File: src/rtl/core/rti_pkg.sv
// Shared widths, payload types and constants of the ray/triangle intersection core.
// No dependencies; compiled first.
`default_nettype none
package rti_pkg;

    localparam int CoordBits    = 16;
    localparam int FracBits     = 8;
    localparam int NormBits     = 16;
    localparam int VecBits      = 3 * CoordBits;
    localparam int NormVecBits  = 3 * NormBits;
    localparam int DiffBits     = CoordBits + 1;
    localparam int ProdBits     = 2 * DiffBits;
    localparam int TermBits     = NormBits + DiffBits;
    localparam int SumBits      = TermBits + 2;
    localparam int CrossBits    = ProdBits + 1;
    localparam int DividendBits = SumBits + 2;
    localparam int DenBits      = NormBits + 1;
    localparam int HiBits       = DividendBits - CoordBits;
    localparam int GeomStages   = 5;

    localparam logic [CoordBits-1:0] OneFixed  = CoordBits'(1 << FracBits);
    localparam logic [CoordBits-1:0] MaxPos    = CoordBits'((1 << (CoordBits - 1)) - 1);
    localparam logic [CoordBits-1:0] MinNegMag = CoordBits'(1 << (CoordBits - 1));

    typedef enum logic [1:0] {
        OP_ALONG_Z = 2'd0,
        OP_ALONG_X = 2'd1,
        OP_ALONG_Y = 2'd2,
        OP_UNUSED  = 2'd3
    } rti_op_t;

    typedef struct packed {
        logic [1:0]                  operation;
        logic [VecBits-1:0]          vertex_zero;
        logic [VecBits-1:0]          vertex_one;
        logic [VecBits-1:0]          vertex_two;
        logic [NormVecBits-1:0]      face_normal;
        logic signed [CoordBits-1:0] line_first;
        logic signed [CoordBits-1:0] line_second;
    } rti_req_t;

    // One item as it walks through the restoring divider.
    typedef struct packed {
        logic                 hit;
        logic                 neg;
        logic                 ovf;
        logic [DenBits-1:0]   rem;
        logic [DenBits-1:0]   den;
        logic [CoordBits-1:0] num_low;
        logic [CoordBits-1:0] quo;
    } rti_div_t;

endpackage
`default_nettype wire

File: src/rtl/core/rti_div_step.sv
// One registered step of the restoring divider: one quotient bit per stage.
// Depends on rti_pkg.
`default_nettype none
module rti_div_step (
    input  wire logic              clk,
    input  wire logic              rst_n,
    input  wire logic              in_valid,
    output logic                   in_ready,
    input  wire rti_pkg::rti_div_t in_data,
    output logic                   out_valid,
    input  wire logic              out_ready,
    output rti_pkg::rti_div_t      out_data
);
    import rti_pkg::*;

    logic             vld_reg;
    logic [DenBits:0] trial;
    logic [DenBits:0] diff;
    logic             take;

    assign in_ready  = !vld_reg || out_ready;
    assign out_valid = vld_reg;

    assign trial = {in_data.rem, in_data.num_low[CoordBits-1]};
    assign diff  = trial - {1'b0, in_data.den};
    assign take  = trial >= {1'b0, in_data.den};

    always_ff @(posedge clk or negedge rst_n)
    begin
        if (!rst_n)
            vld_reg <= 1'b0;
        else if (in_ready)
            vld_reg <= in_valid;
    end

    always_ff @(posedge clk)
    begin
        if (in_ready && in_valid)
        begin
            out_data.hit     <= in_data.hit;
            out_data.neg     <= in_data.neg;
            out_data.ovf     <= in_data.ovf;
            out_data.den     <= in_data.den;
            out_data.rem     <= take ? diff[DenBits-1:0] : trial[DenBits-1:0];
            out_data.num_low <= in_data.num_low << 1;
            out_data.quo     <= {in_data.quo[CoordBits-2:0], take};
        end
    end

endmodule
`default_nettype wire

File: config.mk
export PLATFORM = sky130hd
export DESIGN_NAME = rti_div_step
export DESIGN_NICKNAME = d
export VERILOG_FILES = /design/src/rtl/core/rti_pkg.sv /design/src/rtl/core/rti_div_step.sv
export SDC_FILE = /design/constraint.sdc
export NUM_CORES = 1
export LEC_CHECK = 0
export ABC_AREA = 0
export ABC_CLOCK_PERIOD_IN_PS = 2840
export BUFFER_PORTS_ARGS = -buffer_cell sky130_fd_sc_hd__buf_4
export CELL_PAD_IN_SITES_DETAIL_PLACEMENT = 1
export CELL_PAD_IN_SITES_GLOBAL_PLACEMENT = 1
export CORE_MARGIN = 3
export CORE_UTILIZATION = 38
export CTS_BUF_LIST = sky130_fd_sc_hd__clkbuf_8
export DETAILED_ROUTE_END_ITERATION = 12
export GPL_ROUTABILITY_DRIVEN = 0
export GPL_TIMING_DRIVEN = 0
export PLACE_DENSITY = 0.91
export SKIP_CTS_REPAIR_TIMING = 1
export SLEW_MARGIN = 20
export SYNTH_ARGS = -nofsm -noshare
export SYNTH_HDL_FRONTEND = slang
export SYNTH_SLANG_ARGS = --single-unit
File: constraint.sdc
create_clock -name clk -period 2.84 [get_ports clk]
set_input_delay 0.852 -clock clk [delete_from_list [all_inputs] [get_ports clk]]
set_output_delay 0.852 -clock clk [all_outputs]
set_load 0.005 [all_outputs]
### Yosys cells after proc, flatten, opt, wreduce, memory -nomap -nowiden

Index checks and enable logic that the tools add are counted.

| storage, ports and cells | value |
|---|---|
| flip-flop bits (word level) | 69 |
| output and inout port bits | 71 |
| word-level logic and storage cells | 14 |
| input port bits | 73 |

| operators by class | value |
|---|---|
| $lt $le $gt $ge | 1 |
| muxes and demuxes | 1 |
| reduce and logical (&&, ||, !) cells | 3 |
| add/subtract/negate cells | 1 |

Operator list:

| kind | count |
|---|---|
| 18-bit by 17-bit greater-or-equal comparator with 1-bit output | 1 |
| 17-bit two-way mux | 1 |
| 17-bit subtractor | 1 |
| 1-bit logical AND | 1 |
| 1-bit logical NOT | 1 |
| 1-bit logical OR | 1 |

### Logic depth before layout (Yosys ltp)

| logic depth | value |
|---|---|
| word-level depth | 3 |
| gate-level depth with buffers | 12 |
| depth with buffers taken out | 11 |

### Worst setup path before layout

OpenSTA, ideal clock, no wires.

| path | value |
|---|---|
| path type | input to register |
| start | in out_ready |
| end | reg out_data[0] (netlist bit) (enable) |
| stages | 2 |
| data required time | 2,406 ps |
| setup slack | -208 ps |
| path buffers | 0 |
| library setup time | 434 ps |
| data arrival time | 2,615 ps |
| path through | nand2b_1 > and2_1 |

| between the ends | value |
|---|---|
| longest elaborated chain between the ends | 2 |

RTL lines:

| element | RTL line | source |
|---|---|---|
| start: declaration | rti_div_step.sv:11 | `input wire logic out_ready,` |
| 1-bit logical OR | rti_div_step.sv:21 | `assign in_ready = !vld_reg \|\| out_ready;` |
| 1-bit logical AND | rti_div_step.sv:38 | `if (in_ready && in_valid)` |
| end: declaration | rti_div_step.sv:12 | `output rti_pkg::rti_div_t out_data` |

Every way passes these cells.
A chain may end at the register's enable or synchronous reset.

### Worst setup path in the final report

| path | value |
|---|---|
| start | in in_data[36] (netlist bit) |
| end | reg out_data[61] (netlist bit) (data pin) |

| between the ends | value |
|---|---|
| longest elaborated chain between the ends | 2 |
| elaborated cells between the ends (all ways) | 3 |
| those cells by class | add/sub: 1; order compare: 1; mux: 1 |

RTL lines:

| element | RTL line | source |
|---|---|---|
| start: declaration | rti_div_step.sv:9 | `input wire rti_pkg::rti_div_t in_data,` |
| 18-bit by 17-bit greater-or-equal comparator with 1-bit output | rti_div_step.sv:26 | `assign take = trial >= {1'b0, in_data.den};` |
| net take | rti_div_step.sv:19 | `logic take;` |
| 17-bit two-way mux | rti_div_step.sv:44 | `out_data.rem <= take ? diff[DenBits-1:0] : trial[DenBits-1:0];` |

The timed path passes the listed nets, and every way through them passes these cells.

==> qor.yml <==
drt:
  firstDrtPassIters: 4
  post_drt_via_cell_ratio: 5.03
  post_drt_wl_per_cell_um: 18.7
  num_vias: 2471
  route.detailed.drc: 0
  routed_wire_length_mm: 9.17
  route.antenna.remaining_nets: 0
  drt-initial-drc-count: 51
clock_tree:
  maximum_level_of_the_cts_h_tree: 3
  cts_buffers: 9
  clock_tree.root_cell: "sky130_fd_sc_hd__clkbuf_8"
  cts_sink_count: 69
  cts.clk_slew.worst_paths_ns: 0.08
  clk_latency_ns: 0.35
  ctsLongestPathBuffers: 2
  clock_tree_from_tritoncts: "built"
hold_path:
  hold_crit_path_type: "primary input to asynchronous set/reset pin"
place:
  port-buffer-count: 141
  hpwlAfterDp_mm: 7.16
  placedCellCount: 473
logic_synthesis:
  asyncSetResetFlopFracSynth: 0.0145
  synth_seq_cells: 69
  synth_top_area_cells: "sky130_fd_sc_hd__edfxtp_1, sky130_fd_sc_hd__ha_1, sky130_fd_sc_hd__mux2_4"
  yosys_warnings: 0
  synth_top_area_cell: "sky130_fd_sc_hd__edfxtp_1"
  syn-instance-count: 226
  postSynthNetCount: 317
  post_synth_num_cell_types: 48
  synth_top_flop_cell: "sky130_fd_sc_hd__edfxtp_1"
  number_of_enable_flip_flop_cells_after_synthesis: 68
  netlist_area_um2: 3280
  synth.top_cell.area_share: 0.623
  synth_area_per_cell_um2: 14.5
  sequential_share_of_the_synthesized_area: 0.630
layout:
  synthToLayoutAreaGrowth_pct: 46.5
  layout-drive-gt1-share: 0.505
  postLayoutCoreUtil: 0.579
  antennaDiodeCount: 0
  layout.nets: 472
  fillCellCount: 842
  instances_no_fill: 491
worst_setup_path:
  setup.worst_path.start_class: "primary input"
  worst_ep_arrival_time_ns: 2.89
  critical_path.reg2reg.startpoint: "out_valid"
  regToRegSetupSlack_ns: 1.36
  timing.critical_path.fanout_max: 10
  rr_worst_depth: 3
  criticalPathCategory: "primary input to flip-flop"
  r2r-end: "out_data[61]"
  critPathCaptureType: "flip-flop"
  worst_ep_required_time_ns: 2.94
power_and_ir_drop:
  leakage_nw: 2.08
  worst_ir_drop_vdd_v: 0.000303
  cellPowerDensity_nw_per_um2: 557
  report.power.total_mw: 2.67
die:
  core_um2: 8300
  floorplan.rows: 33
  floorplan.die.width_um: 98.9
  die-area_um2: 9780
  num_io_pins: 144
  die_height_um: 98.9
  floorplan.initialDensity: 0.395
sta:
  setup_total_negative_slack_ns: 0
  timing.final.max_slew_violations: 0
  fin_skew_ns: 0.00599
  finalHoldViolCount: 0
  layout_worst_path_cycle_share: 0.981
  final-setup-viol-count: 0
  maxClockFrequency_mhz: 359
  finalCriticalPeriod_ns: 2.79
grt:
  first_pass_grt_wire_length_mm: 14.3
  grt_max_degree: 52
  grt-ovfl-total: 0
  antenna_found_initial: 0
  grt_pass1_vias: 2755
  globalRouteTotalUtil: 0.189
outcome:
  run_status: "finished, final reports clean"
job:
  cap_violations: 0
-- cells in the final DEF, fill, tap and decap left out, types with 3 or more instances in the layout --
cell type,count
sky130_fd_sc_hd__a21o_1,3
sky130_fd_sc_hd__nor3_1,4
sky130_fd_sc_hd__o31ai_2,3
sky130_fd_sc_hd__a21oi_1,11
sky130_fd_sc_hd__nand2_1,9
sky130_fd_sc_hd__xor2_1,3
sky130_fd_sc_hd__nand3_1,7
sky130_fd_sc_hd__clkbuf_8,9
sky130_fd_sc_hd__ha_1,14
sky130_fd_sc_hd__a21boi_0,3
sky130_fd_sc_hd__edfxtp_1,68
sky130_fd_sc_hd__and2_1,3
sky130_fd_sc_hd__o21ai_0,7
sky130_fd_sc_hd__buf_4,144
sky130_fd_sc_hd__inv_1,21
sky130_fd_sc_hd__nor2_1,6
sky130_fd_sc_hd__mux2_4,10
sky130_fd_sc_hd__nand2b_1,5
sky130_fd_sc_hd__xnor2_1,8
-- synthesized netlist by cell type, drive strengths merged, types with 2 or more instances --
master	count
a21boi	3
mux2	10
o21a	2
nor2	6
inv	23
o21ai	7
nand2	9
buf	2
xor2	3
o21bai	3
nand3	8
and2	5
a21o	3
o2bb2ai	2
o31ai	4
nand2b	5
xnor2	8
a21oi	15
edfxtp	68
nor3	4
ha	17
-- metal layers --
layer  share of wire  GRT usage  vias up
met5               0          0        -
met4           0.013     0.0578        0
met3           0.065     0.0460       11
met2            0.54      0.351      103
met1            0.38      0.211     1198
li1                -          -     1159
-- worst max-delay path by stage --
stage,slack [ns],cells past startpoint,start,endpoint
floorplan,-0.07,12,in_data[31],out_data[52]
global placement,-0.35,10,in_data[47],out_data[61]
detailed placement,-0.39,13,in_data[31],out_data[61]
CTS,-0.01,13,in_data[31],out_data[61]
global route,-0.01,11,in_data[41],out_data[52]
finish,0.05,11,in_data[36],out_data[61]
-- per-stage QoR --
stage / hold slack (ns) / area (um^2) / worst slack (ns)
2_1_floorplan: 0.537 / 3310 / -0.0671
3_3_place_gp: 0.507 / 4500 / -0.352
3_5_place_dp: 0.540 / 4530 / -0.390
4_1_cts: 0.245 / 4750 / -0.0131
5_1_grt: 0.238 / 4800 / -0.0144
6_report: 0.260 / 4800 / 0.0540
-- registers in the layout, indices dropped and copies added, names as in the netlist --
signal / cells
out_data: 68
out_valid: 1
-- where the power goes --
part	switching, mW	total, mW	internal [mW]
registers	0.0202	1.23	1.21
logic	0.251	0.546	0.295
clock network	0.400	0.899	0.499
total	0.671	2.67	2.00
-- worst max-delay path, cell delays in order --
cell and delay, ns:
sky130_fd_sc_hd__buf_4 0.09, sky130_fd_sc_hd__inv_1 0.03, sky130_fd_sc_hd__ha_1 0.37, sky130_fd_sc_hd__nand2_1 0.13
sky130_fd_sc_hd__or3_4 0.43, sky130_fd_sc_hd__a21oi_4 0.17, sky130_fd_sc_hd__o21bai_4 0.10, sky130_fd_sc_hd__and2_4 0.17
sky130_fd_sc_hd__buf_12 0.15, sky130_fd_sc_hd__inv_12 0.09, sky130_fd_sc_hd__mux2_4 0.30
-- layout make-up --
class                      count  area (um^2)  share of cell area
tap                          105          131              0.0273
clock inverter                 7         97.6              0.0203
buffer                         2         27.5             0.00573
timing repair buffer         144         1100               0.229
multi-input combinational    132         1150               0.239
clock buffer                   9          124              0.0258
inverter                      23          106              0.0221
sequential                    69         2070               0.430
-- logic make-up (layout without fill, tap and decap cells) --
family / count (synthesis) / after routing / synth area share
xor+xnor: 11 / 11 / 0.0294
buf+inv: 25 / 185 / 0.0385
fa+ha+maj: 18 / 18 / 0.0710
compound gates: 47 / 47 / 0.108
other cells: 1 / 1 / 0.00114
mux: 11 / 11 / 0.0488
flops: 69 / 69 / 0.630
simple gates: 44 / 44 / 0.0733
No activity file was read; power rests on OpenSTA's default activity.
